### src/hdl/qrs_pkg.sv
// Shared widths, status codes and the queue item type of the quadratic root solver.
// No dependencies; every other file uses it by scoped names.
`timescale 1ns / 1ps

package qrs_pkg;

	localparam int COEF_WIDTH = 16;
	localparam int FRAC_BITS  = 16;
	localparam int ROOT_W     = 33;

	// b*b + 4|a*c| stays below 2^(2*COEF_WIDTH+1)
	localparam int DISC_W  = 2 * COEF_WIDTH + 1;
	localparam int SQ_W    = COEF_WIDTH + FRAC_BITS + 1;
	localparam int RAD_W   = 2 * SQ_W;
	localparam int SQR_W   = SQ_W + 3;
	localparam int BASE_W  = COEF_WIDTH + FRAC_BITS + 1;
	localparam int DEN_SW  = COEF_WIDTH + 1;
	localparam int DEN_W   = COEF_WIDTH + 1;
	localparam int NUM_W   = COEF_WIDTH + FRAC_BITS + 2;
	localparam int NUM_SW  = NUM_W + 1;
	localparam int DVR_W   = DEN_W + 1;
	localparam int CMP_W   = NUM_W + ROOT_W;

	localparam int QDEPTH  = 4;
	localparam int QA_W    = $clog2(QDEPTH);
	localparam int QC_W    = $clog2(QDEPTH + 1);

	typedef enum logic [1:0] {
		ST_INVALID = 2'd0,
		ST_IMAG    = 2'd1,
		ST_LINEAR  = 2'd2,
		ST_TWO     = 2'd3
	} qrs_status_t;

	typedef struct packed {
		qrs_status_t                status;
		logic        [DISC_W-1:0]   disc;
		logic signed [BASE_W-1:0]   base;
		logic signed [DEN_SW-1:0]   den;
	} qrs_item_t;

	typedef struct packed {
		qrs_status_t                status;
		logic                       neg1;
		logic                       neg2;
		logic        [DEN_W-1:0]    dmag;
	} qrs_div_ctl_t;

endpackage

### src/hdl/qrs_coef_if.sv
// Input channel of the quadratic root solver: one set of coefficients per request.
// Depends on qrs_pkg for the coefficient width.
`timescale 1ns / 1ps

interface qrs_coef_if;
	logic                                     valid;
	logic                                     ready;
	logic signed [qrs_pkg::COEF_WIDTH-1:0]    coef_a;
	logic signed [qrs_pkg::COEF_WIDTH-1:0]    coef_b;
	logic signed [qrs_pkg::COEF_WIDTH-1:0]    coef_c;

	modport source (output valid, coef_a, coef_b, coef_c, input ready);
	modport sink   (input valid, coef_a, coef_b, coef_c, output ready);
endinterface

### src/hdl/qrs_front.sv
// Front end: takes coefficients, forms the exact discriminant and classifies the equation.
// Depends on qrs_pkg and qrs_coef_if; pushes one qrs_item_t per request into the queue.
`timescale 1ns / 1ps

module qrs_front (
	input  logic               clk,
	input  logic               arst_n,
	qrs_coef_if.sink           coef,
	input  logic               q_full,
	output logic               push,
	output qrs_pkg::qrs_item_t push_item
);
	localparam int CW = qrs_pkg::COEF_WIDTH;

	logic                  v_s1, v_s2;
	logic                  adv;
	logic signed [CW-1:0]  a_s1, b_s1, c_s1;
	logic [2*CW-1:0]       bb_s1, ac_s1;
	logic                  acneg_s1;
	logic [CW-1:0]         am, bm, cm;
	qrs_pkg::qrs_item_t    item_d, item_s2;
	logic [qrs_pkg::DISC_W-1:0] bb_x, ac4_x;
	logic signed [qrs_pkg::BASE_W-1:0] bx, cx;
	logic signed [qrs_pkg::DEN_SW-1:0] ax, bdx;

	// hold both stages while stage 2 holds an item and the queue is full
	assign adv        = !v_s2 || !q_full;
	assign coef.ready = adv;
	assign push       = v_s2 && !q_full;
	assign push_item  = item_s2;

	always_comb begin
		am = coef.coef_a[CW-1] ? CW'(-coef.coef_a) : CW'(coef.coef_a);
		bm = coef.coef_b[CW-1] ? CW'(-coef.coef_b) : CW'(coef.coef_b);
		cm = coef.coef_c[CW-1] ? CW'(-coef.coef_c) : CW'(coef.coef_c);
	end

	always_ff @(posedge clk or negedge arst_n) begin
		if (!arst_n) begin
			v_s1 <= 1'b0;
			v_s2 <= 1'b0;
		end else if (adv) begin
			v_s1 <= coef.valid;
			v_s2 <= v_s1;
		end
	end

	always_ff @(posedge clk) begin
		if (adv) begin
			a_s1     <= coef.coef_a;
			b_s1     <= coef.coef_b;
			c_s1     <= coef.coef_c;
			bb_s1    <= bm * bm;
			ac_s1    <= am * cm;
			acneg_s1 <= coef.coef_a[CW-1] ^ coef.coef_c[CW-1];
			item_s2  <= item_d;
		end
	end

	always_comb begin
		bb_x  = qrs_pkg::DISC_W'(bb_s1);
		ac4_x = qrs_pkg::DISC_W'({ac_s1, 2'b00});
		bx    = qrs_pkg::BASE_W'(b_s1);
		cx    = qrs_pkg::BASE_W'(c_s1);
		ax    = qrs_pkg::DEN_SW'(a_s1);
		bdx   = qrs_pkg::DEN_SW'(b_s1);
		item_d.disc = '0;
		item_d.base = (-bx) <<< qrs_pkg::FRAC_BITS;
		item_d.den  = ax <<< 1;
		if (a_s1 == '0 && b_s1 == '0) begin
			item_d.status = qrs_pkg::ST_INVALID;
		end else if (a_s1 == '0) begin
			item_d.status = qrs_pkg::ST_LINEAR;
			item_d.base   = (-cx) <<< qrs_pkg::FRAC_BITS;
			item_d.den    = bdx;
		end else if (acneg_s1 || ac4_x == '0) begin
			item_d.status = qrs_pkg::ST_TWO;
			item_d.disc   = bb_x + ac4_x;
		end else if (bb_x >= ac4_x) begin
			item_d.status = qrs_pkg::ST_TWO;
			item_d.disc   = bb_x - ac4_x;
		end else begin
			item_d.status = qrs_pkg::ST_IMAG;
		end
	end

endmodule

### src/flat_wrapper.sv
// flat-port wrapper written by rule: the top's interface ports become plain ports
module qrs_front_flat 
  (clk, arst_n, q_full, push, push_item, coef_valid, coef_coef_a, coef_coef_b, coef_coef_c, coef_ready);
  qrs_coef_if coef_i ();
  input  logic clk;
  input  logic arst_n;
  input  logic q_full;
  output logic push;
  output qrs_pkg::qrs_item_t push_item;
  input wire logic [$bits(coef_i.valid)-1:0] coef_valid;
  input wire logic [$bits(coef_i.coef_a)-1:0] coef_coef_a;
  input wire logic [$bits(coef_i.coef_b)-1:0] coef_coef_b;
  input wire logic [$bits(coef_i.coef_c)-1:0] coef_coef_c;
  output wire logic [$bits(coef_i.ready)-1:0] coef_ready;
  assign coef_i.valid = coef_valid;
  assign coef_i.coef_a = coef_coef_a;
  assign coef_i.coef_b = coef_coef_b;
  assign coef_i.coef_c = coef_coef_c;
  assign coef_ready = coef_i.ready;
  qrs_front u_core (.clk(clk), .arst_n(arst_n), .coef(coef_i), .q_full(q_full), .push(push), .push_item(push_item));
endmodule
### config.mk
export PLATFORM = sky130hd
export DESIGN_NAME = qrs_front_flat
export DESIGN_NICKNAME = d
export VERILOG_FILES = /design/src/hdl/qrs_pkg.sv /design/src/hdl/qrs_coef_if.sv /design/src/hdl/qrs_front.sv /design/src/flat_wrapper.sv
export SDC_FILE = /design/constraint.sdc
export NUM_CORES = 1
export LEC_CHECK = 0
export ABC_CLOCK_PERIOD_IN_PS = 6000
export BUFFER_PORTS_ARGS = -buffer_cell sky130_fd_sc_hd__buf_2
export CAP_MARGIN = 20
export CORE_ASPECT_RATIO = 0.5
export CORE_MARGIN = 2
export CORE_UTILIZATION = 25
export CTS_CLUSTER_DIAMETER = 30
export DETAILED_ROUTE_END_ITERATION = 10
export RECOVER_POWER = 50
export SLEW_MARGIN = 5
export SYNTH_ARGS = -nofsm -noshare
export SYNTH_HDL_FRONTEND = slang
export SYNTH_SLANG_ARGS = --single-unit
### constraint.sdc
create_clock -name clk -period 6 [get_ports clk]
set_input_delay 1.2 -clock clk [delete_from_list [all_inputs] [get_ports clk]]
set_output_delay 1.2 -clock clk [all_outputs]
set_load 0.02 [all_outputs]
==> impl_metrics.toml, run 1 <==
[logic_synthesis]
synthTopCellsByCount = "inv_1, fa_1, nor2_1"
synth_area_leaders = "fa_1, edfxtp_1, ha_1, inv_1, nor2_1"
syn_inst = 2812
synth_edf_count = 178
async_flop_share_pct = 1.11
synth_seq_cells = 180
yosysMostFrequentCell = "inv_1"
synth_top_cell_by_area = "fa_1"
yosysWarnings = 0
yosysSeqAreaShare_pct = 20.5
syn_area_um2 = 26300
synthFlopType = "edfxtp_1"
synth_cell_types = 87
avgSynthCellArea_um2 = 9.35
synth_top_cell_area_share_pct = 27.3

[worst_setup_path]
cp_slowest_cell = "or4_4"
cp-end-kind = "flip-flop"
path_max_fanout = 3
path_class = "primary input to flip-flop"
critical_path.startpoint_type = "primary input"
cp_common_cell = "fa_1"
cp_slowest_stage_delay_ns = 0.58
cp.depth = 27
rr_startpoint = "u_core.v_s2"
critical-path-top-delay-family = "adder cells"
crit_start = "coef_coef_b[5]"
worstPathArrival_ns = 8.39
rrSetupSlack_ns = 1.09
r2r_cells = 2
cp_data_required_time_ns = 6.25
path_buf_inv = 5

[timing]
timing.final.crit_share_pct = 136
maxSlewViolCount = 155
skew_ns = 0.0250
finalCriticalPeriod_ns = 8.15
fmax_ghz = 0.123
max-slew-margin-rel_pct = -165
setup_violations = 47
rsz0062_at_grt = "yes"
worstMarginPinSlew_ns = 3.98
worst_slack_ns = -2.15
hold_violations = 0

[clock_network]
cts_made_buffers = 17
cts-root-buf = "clkbuf_16"
clock_latency_ns = 0.50
clockBufferDepth = 2
tritoncts = "yes"
cts.sinks = 180
clkSlewWorstSetupHoldPaths_ns = 0.08
htree_levels = 4

[status]
status = "finished, violations left"
violations = "max-capacitance violations, max-slew violations, negative setup slack"

[finish]
drive_gt1_share_pct = 25.3
fin_nets = 4076
filler_cell_count = 10800
areaGrowthSynthToFinish_pct = 32.3

[floorplanning]
start_util_pct = 25.1
fp.coreArea_um2 = 105000
rows = 84
die_x_um = 463
die-height_um = 233
ioPinCount = 139
fp.dieArea_um2 = 108000

[route]
wl_per_cell_um = 18.7
vias = 22400
postRouteAntennaNets = 0
dr.pass1.iters = 6
initialDrtViolationCount = 1664
vias_per_cell = 4.63
drc = 0
wirelength_mm = 90.3

[placed_design]
port_buffers = 121
gp_congestion = 0.957
hpwlAfterDp_mm = 75.4
place_ws_ns = -2.68

[hold_path]
hold_path_depth = 1
hp-start = "u_core.v_s1"
min_path_type = "flip-flop to flip-flop"

[job]
drv_cap = 1

[global_route]
grt_use_total_pct = 16.5
grt_antenna_before_repair = 2
grt_pass1_vias = 23100
grt_overflow = 0
grt_start_max_net_pins = 155
grt_pass1_wl_mm = 136
## logic make-up after synthesis
family,Yosys count,share of synthesized area (%)
buffers and inverters,616,9.13
other,2,0.0286
xor gates and xnor gates,148,5.00
DFF,180,20.5
muxes,5,0.209
adders and majority gates,620,39.8
and+or+nand+nor,775,13.4
AOI/OAI and AO/OA,466,12.0
## path summary, 6_finish.rpt
path                                    endpoint
worst min register to register       u_core.v_s2
worst max register to register   u_core.c_s1[12]
min in group asynchronous            u_core.v_s2
worst max-delay path            u_core.bb_s1[30]
max in group asynchronous            u_core.v_s1
worst min-delay path                 u_core.v_s2
## routing by layer
metal  up-vias  track usage, %  wire (um)
met3       147            2.70       5290
li1      10400               -          -
met2       670            28.0      42700
met1     11200            21.1      38800
met5         -               0         13
met4         2            6.66       3560
## cell usage in the layout (no fill, tap or decap), types with 11 or more instances in the layout
| cell | n |
|---|---|
| buf_12 | 16 |
| a21oi_2 | 16 |
| nand2_2 | 21 |
| o22a_1 | 11 |
| and3_1 | 11 |
| o21a_1 | 19 |
| nor2_1 | 261 |
| nand2_1 | 244 |
| nand3_1 | 17 |
| xnor2_1 | 61 |
| xor2_2 | 13 |
| buf_2 | 75 |
| xor2_1 | 49 |
| clkbuf_1 | 83 |
| o21ai_1 | 11 |
| ha_1 | 230 |
| a21oi_1 | 107 |
| fa_1 | 349 |
| inv_1 | 486 |
| o21bai_1 | 17 |
| xnor2_2 | 12 |
| clkbuf_16 | 17 |
| o31ai_1 | 11 |
| edfxtp_1 | 178 |
| conb_1 | 29 |
| inv_2 | 27 |
| buf_4 | 418 |
| nor2_4 | 11 |
| nand4_1 | 14 |
| nor2b_1 | 16 |
| a21o_1 | 57 |
| buf_6 | 43 |
| nand2b_1 | 25 |
| o21ai_0 | 49 |
| nor3_1 | 42 |
| a31oi_1 | 16 |
| nor4_1 | 26 |
| a221oi_1 | 18 |
| ha_4 | 28 |
## sequential cells by signal, indices dropped and copies added, names as in the netlist
name,count
u_core.a_s1,16
u_core.v_s1,1
u_core.bb_s1,31
u_core.ac_s1,31
u_core.push_item,68
u_core.b_s1,15
u_core.c_s1,16
u_core.acneg_s1,1
u_core.v_s2,1
## what timing repair did
action | CTS | global route
setup buffers | 35 | 28
cloned | 0 | 1
resized for setup | 100 | 137
pin swaps | 76 | 70
setup endpoints to repair | 45 | 46
hold buffers | 0 | 0
hold endpoints to repair | 0 | 0
## through the flow
stage	util, %	TNS, ns	std cells	instance area [um^2]	hold WS (ns)
floorplan	-	-62.15	2839	27300	0.430
global placement	31.3	-84.73	4751	32800	0.442
detailed placement	31.3	-88.07	4751	32800	0.452
CTS	32.6	-56.58	4815	34200	0.463
global route	33.2	-71.56	4837	34800	0.496
finish	33.2	-62.91	4838	34800	0.471
## layout make-up
type / count / area [um^2] / area share, %
diodes: 2 / 5.00 / 0.0144
clock buffers: 17 / 425 / 1.22
clock inverters: 15 / 210 / 0.604
inverters: 523 / 1990 / 5.73
multi-input cells: 2043 / 20300 / 58.4
flip-flops and latches: 180 / 5400 / 15.5
well taps: 1419 / 1780 / 5.10
repair buffers: 639 / 4670 / 13.4
## worst register-to-register path, delay by kind of cell (launching register included)
kind,cells,cell delay [ns]
DFF,1,0.38
and+or+nand+nor,1,0.94
buffers and inverters,1,2.71
Power of run 1 is not shown: default switching activity piles up to over one toggle a cycle in this logic, so the estimate is an artifact.
==> run 2: changes to the inputs <==
- RECOVER_POWER: 50 -> 25
==> run 2 against run 1 <==
The run still ends with max-capacitance violations, max-slew violations, negative setup slack left. Flip-flop and latch count stayed put. Worst hold slack barely moved. Non-clock buffer count is the same. Via count unchanged. Clock skew is 0.0022 ns lower. Cell area is 0.10% higher. Fmax about the same. Core utilization barely moved. Setup slack is essentially flat.
==> impl_metrics.toml, run 2 (synthesized netlist as in run 1, its figures left out) <==
[status]
status = "finished, violations left"
violations = "max-capacitance violations, max-slew violations, negative setup slack"

[floorplanning]
fp.dieArea_um2 = 108000
die_x_um = 463
fp.coreArea_um2 = 105000
start_util_pct = 25.1
die-height_um = 233
ioPinCount = 139
rows = 84

[finish]
drive_gt1_share_pct = 26.3
mostFrequentLayoutCell = "inv_1"
fin_nets = 4076
final_cell_mix = "inv_1, buf_4, fa_1"
areaGrowthSynthToFinish_pct = 32.4
multi_input_area_um2 = 20300
layout.cells.non_filler = 4837
largest_reg_flops = 68
final_cell_area_um2 = 34800
fin_util_pct = 33.3
filler_cell_count = 10800
seqCellArea_um2 = 5400

[worst_setup_path]
path_max_fanout = 3
critical_path.startpoint_type = "primary input"
cp_slowest_stage_delay_ns = 0.58
cp_common_cell = "fa_1"
cp_data_required_time_ns = 6.23
cp-end-kind = "flip-flop"
worstPathArrival_ns = 8.37
cp_slowest_cell = "or4_4"
path_class = "primary input to flip-flop"
critical-path-top-delay-family = "adder cells"
path_buf_inv = 5

[timing]
timing.final.crit_share_pct = 136
finalCriticalPeriod_ns = 8.15
worst_slack_ns = -2.15
hold_violations = 0
fmax_ghz = 0.123
maxSlewViolCount = 155
rsz0062_at_grt = "yes"
worstMarginPinSlew_ns = 3.99
setup_violations = 47
max-slew-margin-rel_pct = -166
skew_ns = 0.0228

[placed_design]
hpwlAfterDp_mm = 75.4
port_buffers = 121
gp_congestion = 0.957
place_inst = 4751
dpl_cell_area_um2 = 32800

[route]
wl_per_cell_um = 18.7
vias_per_cell = 4.63
wirelength_mm = 90.2
vias = 22400
initialDrtViolationCount = 1637
dr.pass1.iters = 6
postRouteAntennaNets = 0
drc = 0

[clock_network]
htree_levels = 4
clkSlewWorstSetupHoldPaths_ns = 0.08
tritoncts = "yes"
cts.sinks = 180
clock_latency_ns = 0.50
clockBufferDepth = 2
cts-root-buf = "clkbuf_16"
cts_hold_buffers = 0
cts_made_buffers = 17

[global_route]
grt_pass1_vias = 23100
grt_antenna_before_repair = 2
grt_use_total_pct = 16.5
grt_pass1_wl_mm = 136
grt_start_max_net_pins = 155
grt_overflow = 0

[hold_path]
min_path_type = "flip-flop to flip-flop"

[job]
drv_cap = 1
## run 2: stage by stage
| step | setup slack, ns | hold slack, ns | TNS, ns |
|---|---|---|---|
| 2_1_floorplan | -2.35 | 0.430 | -62.15 |
| 3_3_place_gp | -2.62 | 0.442 | -84.73 |
| 3_5_place_dp | -2.68 | 0.452 | -88.07 |
| 4_1_cts | -2.06 | 0.463 | -56.58 |
| 5_1_grt | -2.36 | 0.496 | -71.56 |
| 6_report | -2.15 | 0.471 | -62.65 |
## run 2: final timing paths
kind	start	endpoint	slack [ns]	depth (start not counted)
worst max-delay path	coef_coef_b[5]	u_core.bb_s1[28]	-2.15	26
worst min-delay path	u_core.v_s1	u_core.v_s2	0.47	1
worst max register to register	u_core.v_s2	u_core.c_s1[12]	1.09	2
worst min register to register	u_core.v_s1	u_core.v_s2	0.47	1
max in group asynchronous	arst_n	u_core.v_s1	5.33	1
min in group asynchronous	arst_n	u_core.v_s2	0.51	1
## run 2: area by class of cell
| type | count | share of cell area (%) |
|---|---|---|
| clock buffers | 17 | 1.22 |
| multi-input cells | 2043 | 58.3 |
| flip-flops and latches | 180 | 15.5 |
| clock inverters | 15 | 0.604 |
| repair buffers | 639 | 13.5 |
| inverters | 523 | 5.73 |
| diodes | 1 | 0.00719 |
| well taps | 1419 | 5.10 |
## run 2: per-layer routing
| layer | up-vias | share of wire (%) | global-route usage, % |
|---|---|---|---|
| met1 | 11200 | 42 | 21.1 |
| met3 | 140 | 6.4 | 2.70 |
| met4 | 2 | 4.0 | 6.66 |
| met2 | 725 | 47 | 28.0 |
| met5 | - | 0.014 | 0 |
| li1 | 10400 | - | - |
## run 2: what timing repair did
item | in CTS | in global routing
gates cloned | 0 | 1
hold endpoints to repair | 0 | 0
pin swaps | 76 | 70
gates resized for setup | 100 | 137
setup endpoints to repair | 45 | 46
buffers inserted | 35 | 28
Power of run 2 is left out for the same reason.
