==> src/hdl/qrs_pkg.sv <==
// Shared widths, status codes and the queue item type of the quadratic root solver.
// No dependencies; every other file uses it by scoped names.
`timescale 1ns / 1ps

package qrs_pkg;

	localparam int COEF_WIDTH = 16;
	localparam int FRAC_BITS  = 16;
	localparam int ROOT_W     = 33;

	// b*b + 4|a*c| stays below 2^(2*COEF_WIDTH+1)
	localparam int DISC_W  = 2 * COEF_WIDTH + 1;
	localparam int SQ_W    = COEF_WIDTH + FRAC_BITS + 1;
	localparam int RAD_W   = 2 * SQ_W;
	localparam int SQR_W   = SQ_W + 3;
	localparam int BASE_W  = COEF_WIDTH + FRAC_BITS + 1;
	localparam int DEN_SW  = COEF_WIDTH + 1;
	localparam int DEN_W   = COEF_WIDTH + 1;
	localparam int NUM_W   = COEF_WIDTH + FRAC_BITS + 2;
	localparam int NUM_SW  = NUM_W + 1;
	localparam int DVR_W   = DEN_W + 1;
	localparam int CMP_W   = NUM_W + ROOT_W;

	localparam int QDEPTH  = 4;
	localparam int QA_W    = $clog2(QDEPTH);
	localparam int QC_W    = $clog2(QDEPTH + 1);

	typedef enum logic [1:0] {
		ST_INVALID = 2'd0,
		ST_IMAG    = 2'd1,
		ST_LINEAR  = 2'd2,
		ST_TWO     = 2'd3
	} qrs_status_t;

	typedef struct packed {
		qrs_status_t                status;
		logic        [DISC_W-1:0]   disc;
		logic signed [BASE_W-1:0]   base;
		logic signed [DEN_SW-1:0]   den;
	} qrs_item_t;

	typedef struct packed {
		qrs_status_t                status;
		logic                       neg1;
		logic                       neg2;
		logic        [DEN_W-1:0]    dmag;
	} qrs_div_ctl_t;

endpackage

==> src/hdl/qrs_queue.sv <==
// Short queue between the front end and the root pipeline.
// Depends on qrs_pkg for the item type and depth.
`timescale 1ns / 1ps

module qrs_queue (
	input  logic               clk,
	input  logic               arst_n,
	input  logic               push,
	input  qrs_pkg::qrs_item_t push_item,
	input  logic               pop,
	output qrs_pkg::qrs_item_t pop_item,
	output logic               full,
	output logic               empty
);
	qrs_pkg::qrs_item_t             mem [qrs_pkg::QDEPTH];
	logic [qrs_pkg::QA_W-1:0]       wr_q, rd_q;
	logic [qrs_pkg::QC_W-1:0]       cnt_q;
	qrs_pkg::qrs_item_t             head_q;
	logic                           hv_q;
	logic                           refill, wr_en, rd_en;

	// the head register is the read port; refill it when it drains
	assign refill   = pop || !hv_q;
	assign rd_en    = refill && cnt_q != '0;
	assign wr_en    = push && !(refill && cnt_q == '0);

	assign full     = cnt_q == qrs_pkg::QC_W'(qrs_pkg::QDEPTH);
	assign empty    = !hv_q;
	assign pop_item = head_q;

	always_ff @(posedge clk) begin
		if (wr_en) begin
			mem[wr_q] <= push_item;
		end
		if (rd_en) begin
			head_q <= mem[rd_q];
		end else if (refill && push) begin
			head_q <= push_item;
		end
	end

	always_ff @(posedge clk or negedge arst_n) begin
		if (!arst_n) begin
			wr_q  <= '0;
			rd_q  <= '0;
			cnt_q <= '0;
			hv_q  <= 1'b0;
		end else begin
			if (wr_en) begin
				wr_q <= wr_q + 1'b1;
			end
			if (rd_en) begin
				rd_q <= rd_q + 1'b1;
			end
			if (refill) begin
				hv_q <= (cnt_q != '0) || push;
			end
			cnt_q <= cnt_q + qrs_pkg::QC_W'(wr_en) - qrs_pkg::QC_W'(rd_en);
		end
	end

	a_no_overflow: assert property (@(posedge clk) disable iff (!arst_n)
		!(push && full)) else $error("queue push while full");
	a_no_underflow: assert property (@(posedge clk) disable iff (!arst_n)
		!(pop && empty)) else $error("queue pop while empty");
	a_count_track: assert property (@(posedge clk) disable iff (!arst_n)
		1'b1 |=> cnt_q == $past(cnt_q) + qrs_pkg::QC_W'($past(wr_en))
			- qrs_pkg::QC_W'($past(rd_en))) else $error("queue count mismatch");
	a_count_range: assert property (@(posedge clk) disable iff (!arst_n)
		cnt_q <= qrs_pkg::QC_W'(qrs_pkg::QDEPTH)) else $error("queue count out of range");
	a_head_first: assert property (@(posedge clk) disable iff (!arst_n)
		!hv_q |-> cnt_q == '0) else $error("queue entries behind an empty head");

endmodule

==> config.mk <==
export PLATFORM = sky130hd
export DESIGN_NAME = qrs_queue
export DESIGN_NICKNAME = d
export VERILOG_FILES = /design/src/hdl/qrs_pkg.sv /design/src/hdl/qrs_queue.sv
export SDC_FILE = /design/constraint.sdc
export NUM_CORES = 1
export LEC_CHECK = 0
export ABC_CLOCK_PERIOD_IN_PS = 5100
export CAP_MARGIN = 20
export CORE_ASPECT_RATIO = 1.5
export CORE_MARGIN = 4
export CORE_UTILIZATION = 49
export DETAILED_ROUTE_END_ITERATION = 10
export DONT_BUFFER_PORTS = 1
export GPL_TIMING_DRIVEN = 0
export MAX_ROUTING_LAYER = met4
export PLACE_DENSITY = 0.72
export REMOVE_ABC_BUFFERS = 1
export SETUP_SLACK_MARGIN = 0.4
export SLEW_MARGIN = 10
export SYNTH_ARGS = -nofsm -noshare
export SYNTH_HDL_FRONTEND = slang
export SYNTH_SLANG_ARGS = --single-unit
export TNS_END_PERCENT = 20
==> constraint.sdc <==
create_clock -name clk -period 5.1 [get_ports clk]
set_input_delay 0.51 -clock clk [delete_from_list [all_inputs] [get_ports clk]]
set_output_delay 0.51 -clock clk [all_outputs]
set_load 0.01 [all_outputs]
==> results of run 1 <==
==> final timing paths <==
kind	end	cells past startpoint	slack (ns)	from
max in group asynchronous	rd_q[1]	1	4.48	arst_n
min reg2reg	cnt_q[0]	1	0.57	cnt_q[0]
min in group asynchronous	cnt_q[2]	1	0.32	arst_n
min	mem[2][29]	0	0.07	push_item[29]
max	cnt_q[2]	7	2.51	cnt_q[1]
max reg2reg	cnt_q[2]	7	2.51	cnt_q[1]
==> cells by family (layout without fill, tap and decap cells) <==
| group | count (synthesis) | after routing | share of synthesized area, % |
|---|---|---|---|
| AOI/OAI and AO/OA | 1 | 1 | 0.0460 |
| xor gates and xnor gates | 5 | 5 | 0.268 |
| adders and majority gates | 6 | 6 | 0.506 |
| buffers and inverters | 34 | 83 | 1.17 |
| DFF | 433 | 433 | 79.4 |
| muxes | 172 | 172 | 18.1 |
| and+or+nand+nor | 14 | 14 | 0.536 |
==> power groups by stage <==
stage               combinational, uW  clock (uW)  sequential (uW)
floorplan                        1660           0             5520
global placement                 2070           0             5810
detailed placement               2330           0             5480
CTS                              2360        2940             5410
global route                     2480        3100             5450
finish                           2290        2860             5380
==> per-layer routing <==
layer	global-route usage [%]	up-vias
met1	20.3	3588
met2	28.2	165
met3	3.64	42
li1	-	2835
met5	-	-
met4	5.06	0
==> through the flow <==
stage	setup WS (ns)	TNS, ns	area (um^2)	hold slack (ns)
6_report	2.51	0	18200	0.0691
5_1_grt	2.38	0	18200	0.0378
4_1_cts	2.48	0	18200	0.0419
3_5_place_dp	2.53	0	17000	0.215
2_1_floorplan	0.438	0	16200	0.214
3_3_place_gp	-1.95	-241.59	16700	0.215
==> registers in the layout (all words and copies together) (netlist names) <==
signal / count
pop_item: 85
mem: 340
hv_q: 1
cnt_q: 3
wr_q: 2
rd_q: 2
==> cells in the final DEF (no fill, tap or decap), types with 2 or more instances in the layout <==
| master | instances |
|---|---|
| and2_4 | 5 |
| ha_1 | 5 |
| buf_12 | 3 |
| clkinv_2 | 8 |
| xnor2_1 | 4 |
| buf_16 | 8 |
| nand2b_1 | 2 |
| clkbuf_1 | 8 |
| edfxtp_1 | 425 |
| mux2_4 | 17 |
| clkinv_4 | 2 |
| bufinv_16 | 4 |
| mux2_2 | 70 |
| mux4_2 | 85 |
| clkinv_1 | 3 |
| clkbuf_16 | 41 |
| dfrtp_1 | 6 |
| dfrtp_4 | 2 |
| inv_1 | 4 |
==> cell type report <==
cell class,count,area (um^2)
inverter,4,15.0
tap,415,519
clock inverter,18,196
fill,2341,14500
sequential,433,13000
multi-input combinational,198,3200
clock buffer,49,1060
timing repair buffer,12,290
==> Flow_metrics.wiki, run 1 <==
{| class="wikitable"
! Metric !! Value
|-
| Status || complete, no violations
|-
| Share of Yosys cell area claimed by the top area cell type || 78.1%
|-
| Global-route total usage across every layer || 16.7%
|-
| Detailed Routing Iterations Pass 1 || 4
|-
| Vias in the first global route || 7331
|-
| First-pass GRT wire length || 44600 um
|-
| Number of antenna violations at the first check in global routing || 0
|-
| Final period util || 50.8%
|-
| Most used standard cells in the synthesized netlist || edfxtp_1, mux4_2, mux2_2, mux2_4, buf_2
|-
| Clock tree sinks || 433
|-
| Port bufs || 0
|-
| First-iteration detailed-routing DRC count || 310
|-
| Number of inserted diodes || 0
|-
| Startpoint Class || register
|-
| Yosys warning total || 0
|-
| Dominant synthesized flop cell || edfxtp_1
|-
| Final std cells w/o fill || 1129
|-
| Post-CTS setup buffer count || 0
|-
| Count of final max-slew check failures || 0
|-
| Ratio of cells with drive above 1 in the final layout || 34.7%
|-
| CTS tree || built
|-
| Arrival time of data at the critical path endpoint || 3.04 ns
|-
| Post-route met1 wirelength || 11200 um
|-
| Die area || 36400 um^2
|-
| Maximum level of the CTS H-tree || 2
|-
| Setup repair after global routing missed its margin || no
|-
| Clk_lat worst skew || 0.53 ns
|-
| Cell seen most often among critical-path stages || xnor2_1
|-
| Int Pwr || 7810 uW
|-
| Width of the die || 157 um
|-
| Most instantiated library cell after synthesis || edfxtp_1
|-
| Post-Route WL || 28900 um
|-
| Congestion Overflow GR || 0
|-
| Hold-fix buffer count after cts || 1
|-
| Final hold violation count || 0
|-
| Number of setup violations in the final report || 0
|-
| Fmax || 0.386 GHz
|-
| Count of mapped cells out of synthesis || 665
|-
| Core occupancy in the finished layout || 55.7%
|-
| Routed wire per std cell || 25.6 um
|-
| WL met2 || 15700 um
|-
| Overall power || 10500 uW
|-
| Critical-path top delay cell || or3_4
|-
| Top cell type by total area after synthesis || edfxtp_1
|-
| Max Root-Sink Buffers || 3
|-
| Async set-reset flop share out of synthesis || 1.85%
|-
| Synthesis-to-finish area growth || 11.7%
|-
| Clock network power share || 27.2%
|-
| Top Family by Delay on Critical Path || simple AND/OR/NAND/NOR gates
|-
| Worst slew margin relative to its limit || 50.6%
|-
| Fin crit period || 2.59 ns
|-
| Netlist area before placement || 16300 um^2
|-
| Number of enable-type register cells in the synthesized netlist || 425
|-
| Most area-consuming cells after synthesis || edfxtp_1, mux4_2, mux2_2
|-
| Sequential share of power || 51.1%
|-
| Final setup skew || 0.0144 ns
|-
| Cell breakdown of the critical path || or3_4 -> and2_4 -> mux2_2 -> ha_1 -> fa_1 -> xnor2_1 -> xnor2_1
|-
| Average via count per standard cell || 5.87
|-
| Maximum number of pins on one net before global-route repair || 50
|-
| Setup Crit Path Kind || reg -> reg
|-
| Count of vias placed by the detailed router || 6630
|-
| Count of nets left with antenna violations after detail routing || 0
|-
| Sequential area share after synthesis || 79.4%
|-
| Post-Syn Area per Cell || 24.6 um^2
|-
| Post-CTS Resized || 0
|-
| Sw Share || 25.9%
|-
| Detailed-route DRC error count || 0
|-
| GPL Wtd Cong || 0.691
|-
| Area of the core || 32700 um^2
|-
| Total buffers and inverters traversed by the critical path || 0
|-
| Cell variety after synth || 25
|-
| Clock Root Buffer || clkbuf_16
|-
| Initial core utilization || 49.9%
|-
| Critical path's largest stage delay || 0.42 ns
|-
| Combinational Power Share || 21.7%
|-
| Cell Count Post-Placement || 1061
|-
| Clock-pin transition on the worst setup and hold timing paths || 0.07 ns
|-
| Top layer used by detailed routing || met4
|-
| Max-Cap Viols || 0
|-
| # rows || 81
|-
| Actual transition at the worst max-transition pin || 0.740 ns
|-
| Min-delay worst type || in -> reg
|-
| Total clock buffers created by CTS || 38
|-
| CP endpoint kind || register
|-
| Final layout net count || 782
|-
| Total length of routed met3 wires || 1380 um
|-
| Number of storage elements in the synthesis netlist || 433
|-
| Critical Path Fanout Max || 44
|-
| Power per standard cell area || 577 nW/um^2
|-
| Net switching power || 2730 uW
|-
| Required time worst endpoint || 5.55 ns
|-
| DPL Wire Length || 16600 um
|-
| Leakage power of the design || 0.00586 uW
|-
| Height of the die || 232 um
|-
| Boundary pin count || 176
|-
| Maximum vdd drop || 0.641 mV
|}
Note: power is estimated with default switching activity, not from simulation.
==> inputs of run 2 (changes only) <==
ABC_CLOCK_PERIOD_IN_PS = 2600   (was 5100)
clock period = 2.6 ns   (was 5.1 ns; I/O delays follow)
==> Flow_metrics.wiki, run 2 (synthesis gave the netlist of run 1 again) <==
{| class="wikitable"
! Metric !! Value
|-
| Status || complete, no violations
|-
| Detailed Routing Iterations Pass 1 || 5
|-
| First-pass GRT wire length || 48200 um
|-
| DPL Wire Length || 16600 um
|-
| Post-Route WL || 32000 um
|-
| Final setup skew || 0.0127 ns
|-
| Cell Count Post-Placement || 1061
|-
| CP endpoint kind || register
|-
| Layout filler cell count || 2246
|-
| Register name with the most flops || mem
|-
| Congestion Overflow GR || 0
|-
| Port bufs || 0
|-
| Total clock buffers created by CTS || 38
|-
| Clk_lat worst skew || 0.53 ns
|-
| Max Root-Sink Buffers || 3
|-
| Routed wire per std cell || 26.0 um
|-
| Number of inserted diodes || 0
|-
| Final layout net count || 884
|-
| CTS tree || built
|-
| Actual transition at the worst max-transition pin || 0.727 ns
|-
| Clock tree sinks || 433
|-
| # rows || 81
|-
| Count of vias placed by the detailed router || 7145
|-
| Most common cell after layout, fill and taps aside || edfxtp_1
|-
| Max-Cap Viols || 0
|-
| Cell seen most often among critical-path stages || xnor2_2
|-
| GPL Wtd Cong || 0.691
|-
| Count of nets left with antenna violations after detail routing || 0
|-
| Final hold violation count || 0
|-
| Height of the die || 232 um
|-
| Die area || 36400 um^2
|-
| Worst slew margin relative to its limit || 51.5%
|-
| Initial core utilization || 49.9%
|-
| Leakage power of the design || 0.00629 uW
|-
| Top Family by Delay on Critical Path || simple AND/OR/NAND/NOR gates
|-
| Global-route total usage across every layer || 18.2%
|-
| Ratio of cells with drive above 1 in the final layout || 33.1%
|-
| Boundary pin count || 176
|-
| Fin crit period || 2.24 ns
|-
| Vias in the first global route || 7794
|-
| Count of final max-slew check failures || 0
|-
| Maximum vdd drop || 0.989 mV
|-
| Critical-path top delay cell || dfrtp_2
|-
| Final period util || 86.0%
|-
| Critical Path Fanout Max || 3
|-
| Total buffers and inverters traversed by the critical path || 0
|-
| Power per standard cell area || 1100 nW/um^2
|-
| Detailed-route DRC error count || 0
|-
| Cell breakdown of the critical path || or3_4 -> and2_4 -> mux2_2 -> ha_2 -> fa_2 -> xnor2_2 -> xnor2_2
|-
| Final std cells w/o fill || 1231
|-
| Number of antenna violations at the first check in global routing || 0
|-
| Setup Crit Path Kind || reg -> reg
|-
| Required time worst endpoint || 3.04 ns
|-
| Critical path's largest stage delay || 0.42 ns
|-
| Aggregate negative setup slack || 0 ns
|-
| Width of the die || 157 um
|-
| Number of setup violations in the final report || 0
|-
| Average via count per standard cell || 5.80
|-
| Top library cells by usage in the layout, fill and taps aside || edfxtp_1, dlygate4sd3_1, mux4_2
|-
| Flip-flop count of the largest register after layout || 340
|-
| Core occupancy in the finished layout || 58.8%
|-
| Setup repair after global routing missed its margin || yes
|-
| Clock Root Buffer || clkbuf_16
|-
| Maximum number of pins on one net before global-route repair || 50
|-
| Arrival time of data at the critical path endpoint || 2.68 ns
|-
| Maximum level of the CTS H-tree || 2
|-
| Synthesis-to-finish area growth || 17.9%
|-
| Min-delay worst type || in -> reg
|-
| Area of the core || 32700 um^2
|-
| Clock-pin transition on the worst setup and hold timing paths || 0.06 ns
|-
| Startpoint Class || register
|-
| Fmax || 0.447 GHz
|-
| First-iteration detailed-routing DRC count || 450
|}
## run 2: worst paths after layout
path                           from        to  slack [ns]  cells past startpoint
hold reg to reg             wr_q[1]   wr_q[1]        0.59                      1
hold / removal                  pop      hv_q        0.06                      2
setup / recovery           cnt_q[0]  cnt_q[2]        0.36                      7
setup reg to reg           cnt_q[0]  cnt_q[2]        0.36                      7
max in group asynchronous    arst_n   rd_q[1]        2.18                      1
min in group asynchronous    arst_n  cnt_q[1]        0.09                      1
## run 2: area by class of cell
| type | instances | area, um^2 | area share (%) |
|---|---|---|---|
| well taps | 415 | 519 | 2.70 |
| clock buffers | 49 | 1060 | 5.48 |
| clock inverters | 18 | 196 | 1.02 |
| inverters | 4 | 15.0 | 0.0780 |
| repair buffers | 104 | 1200 | 6.22 |
| flip-flops and latches | 433 | 13000 | 67.4 |
| multi-input cells | 208 | 3300 | 17.1 |
## run 2: worst reg2reg max path, stage by stage, from the launching register on
cell and delay, ns:
dfrtp_2 0.42, or3_4 0.39, and2_4 0.17, mux2_2 0.27, ha_2 0.19, fa_2 0.36, xnor2_2 0.21, xnor2_2 0.16
## run 2: metal layers
metal | track usage (%) | vias to the layer above | wire, um
met2 | 31.1 | 236 | 17300
met1 | 22.8 | 3808 | 12300
met5 | - | - | 0
met3 | 2.86 | 44 | 1650
met4 | 5.27 | 0 | 695
li1 | - | 3057 | -
## run 2: report_power, final
group / total (uW) / switching [uW] / internal [uW] / leakage, uW
clock: 5630 / 2350 / 3280 / 0.000616
combinational: 5020 / 2390 / 2630 / 0.00164
sequential: 10600 / 927 / 9630 / 0.00404
total: 21200 / 5660 / 15500 / 0.00629
## run 2: what timing repair did
item / in CTS / in global routing
endpoints found under the setup margin: 188 / 265
hold buffers: 88 / 0
pin swaps: 5 / 3
resized for setup: 1 / 7
hold endpoints to repair: 435 / 0
buffers inserted: 3 / 2
gates cloned: 8 / 2
## run 2: through the flow
step | total power [uW] | worst slack [ns] | hold slack [ns] | instance area, um^2
after detailed placement | 15300 | 0.0302 | -0.0354 | 17000
final | 21200 | 0.364 | 0.0593 | 19300
after global placement | 14400 | -4.45 | -0.0353 | 16700
after global routing | 22200 | 0.297 | 0.0400 | 19300
after CTS | 21400 | 0.324 | 0.0315 | 19200
after floorplan | 13800 | -2.04 | -0.0356 | 16200
==> inputs of run 3 (changes only) <==
==> constraint.sdc (replaced) <==
create_clock -name clk -period 2.6 [get_ports clk]
set_input_delay 0.13 -clock clk [delete_from_list [all_inputs] [get_ports clk]]
set_output_delay 0.13 -clock clk [all_outputs]
set_load 0.01 [all_outputs]
==> Flow_metrics.wiki, run 3 (synthesis gave the netlist of run 1 again) <==
{| class="wikitable"
! Metric !! Value
|-
| Status || complete, no violations
|-
| Area of the multi-input gates || 3320 um^2
|-
| Startpoint Class || register
|-
| Min-delay worst type || in -> reg
|-
| Most common cell after layout, fill and taps aside || edfxtp_1
|-
| Vias in the first global route || 7831
|-
| Max Root-Sink Buffers || 3
|-
| Width of the die || 157 um
|-
| Area of the core || 32700 um^2
|-
| Flip-flop count of the largest register after layout || 340
|-
| Die area || 36400 um^2
|-
| Final std cells w/o fill || 1232
|-
| Maximum vdd drop || 0.857 mV
|-
| Cell Count Post-Placement || 1061
|-
| Height of the die || 232 um
|-
| Top Family by Delay on Critical Path || simple AND/OR/NAND/NOR gates
|-
| Final layout net count || 885
|-
| Fin crit period || 2.40 ns
|-
| Global-route total usage across every layer || 18.2%
|-
| Max-Cap Viols || 0
|-
| Total buffers and inverters traversed by the critical path || 0
|-
| Critical-path top delay cell || dfrtp_1
|-
| Cell breakdown of the critical path || or3_4 -> and2_4 -> mux2_4 -> ha_4 -> fa_2 -> xnor2_2 -> xnor2_2
|-
| DPL Wire Length || 16600 um
|-
| First-pass GRT wire length || 48100 um
|-
| Boundary pin count || 176
|-
| Setup Crit Path Kind || reg -> reg
|-
| Cell area after layout || 19300 um^2
|-
| Count of final max-slew check failures || 0
|-
| Detailed Routing Iterations Pass 1 || 7
|-
| Post-Route WL || 31900 um
|-
| Setup repair after global routing missed its margin || yes
|-
| Critical path's largest stage delay || 0.41 ns
|-
| Fmax || 0.417 GHz
|-
| Detailed-route DRC error count || 0
|-
| Required time worst endpoint || 3.03 ns
|-
| Worst slew margin relative to its limit || 51.6%
|-
| Final setup skew || 0.0145 ns
|-
| Clock-pin transition on the worst setup and hold timing paths || 0.06 ns
|-
| Initial core utilization || 49.9%
|-
| Maximum level of the CTS H-tree || 2
|-
| Top library cells by usage in the layout, fill and taps aside || edfxtp_1, dlygate4sd3_1, mux4_2
|-
| Count of vias placed by the detailed router || 7164
|-
| Count of nets left with antenna violations after detail routing || 0
|-
| CP endpoint kind || register
|-
| Congestion Overflow GR || 0
|-
| Critical Path Fanout Max || 3
|-
| CTS tree || built
|-
| Clock Root Buffer || clkbuf_16
|-
| # rows || 81
|-
| Maximum number of pins on one net before global-route repair || 50
|-
| Routed wire per std cell || 25.9 um
|-
| Average via count per standard cell || 5.81
|-
| Register name with the most flops || mem
|-
| First-iteration detailed-routing DRC count || 407
|-
| GPL Wtd Cong || 0.691
|-
| Synthesis-to-finish area growth || 18.0%
|-
| Port bufs || 0
|-
| Arrival time of data at the critical path endpoint || 2.83 ns
|-
| Final period util || 92.1%
|-
| Sequential cell area in the final layout || 13000 um^2
|-
| Final hold violation count || 0
|-
| Actual transition at the worst max-transition pin || 0.726 ns
|-
| Number of inserted diodes || 0
|-
| Placement Cell Area || 17000 um^2
|-
| Number of setup violations in the final report || 0
|-
| Layout filler cell count || 2255
|-
| Cell seen most often among critical-path stages || xnor2_2
|-
| Clock tree sinks || 433
|-
| Power per standard cell area || 1100 nW/um^2
|-
| Total clock buffers created by CTS || 38
|-
| Number of antenna violations at the first check in global routing || 1
|-
| Ratio of cells with drive above 1 in the final layout || 33.0%
|-
| Clk_lat worst skew || 0.53 ns
|-
| Leakage power of the design || 0.00631 uW
|}
run 3: changes by cell type in the layout (fill, tap and decap cells not counted):
cell,delta
nand2b_1,+1
nor2b_2,+1
ha_4,+1
dfrtp_2,-1
nand2b_2,-1
mux2_4,+1
dfrtp_1,+1
nor2b_1,-1
ha_2,-1
mux2_2,-1
buf_4,+1
run 3: layout make-up:
cell class	instances	area share, %
clock buffers	49	5.48
well taps	415	2.69
clock inverters	18	1.02
multi-input cells	208	17.2
inverters	4	0.0779
repair buffers	105	6.26
flip-flops and latches	433	67.3
run 3: per-stage QoR:
| stage | TNS, ns | hold WS, ns | setup WS (ns) | power [uW] | utilization, % |
|---|---|---|---|---|---|
| 2_1_floorplan | -549.20 | -0.166 | -2.04 | 13800 | - |
| 3_3_place_gp | -1409.64 | -0.165 | -4.45 | 14400 | 50.9 |
| 3_5_place_dp | 0 | -0.165 | 0.0302 | 15300 | 51.9 |
| 4_1_cts | 0 | 0.0434 | 0.324 | 21300 | 58.6 |
| 5_1_grt | 0 | 0.0854 | 0.176 | 22200 | 58.9 |
| 6_report | 0 | 0.0656 | 0.204 | 21200 | 58.9 |
run 3: repair_timing:
item	CTS	global route
endpoints found under the hold margin	437	0
gates resized for setup	1	8
pin swaps	5	6
cloned	8	2
hold buffers	88	0
setup buffers	3	3
endpoints found under the setup margin	188	271
run 3: final timing paths:
path	start	to	slack [ns]	depth (start not counted)
setup reg to reg	cnt_q[0]	cnt_q[2]	0.20	7
hold reg to reg	wr_q[1]	wr_q[1]	0.60	1
hold / removal	pop	hv_q	0.07	2
min in group asynchronous	arst_n	cnt_q[2]	0.48	2
max in group asynchronous	arst_n	rd_q[1]	1.81	2
setup / recovery	cnt_q[0]	cnt_q[2]	0.20	7
run 3: power breakdown:
group	internal [uW]	switching (uW)	total [uW]
clock	3280	2350	5620
combinational	2640	2410	5050
sequential	9620	930	10600
run 3: layer usage:
layer,vias to the layer above,routed length (um),GRT usage [%]
met5,-,0,-
met4,0,665,5.30
met3,41,1650,2.86
met2,213,17300,30.9
met1,3850,12300,22.8
li1,3060,-,-
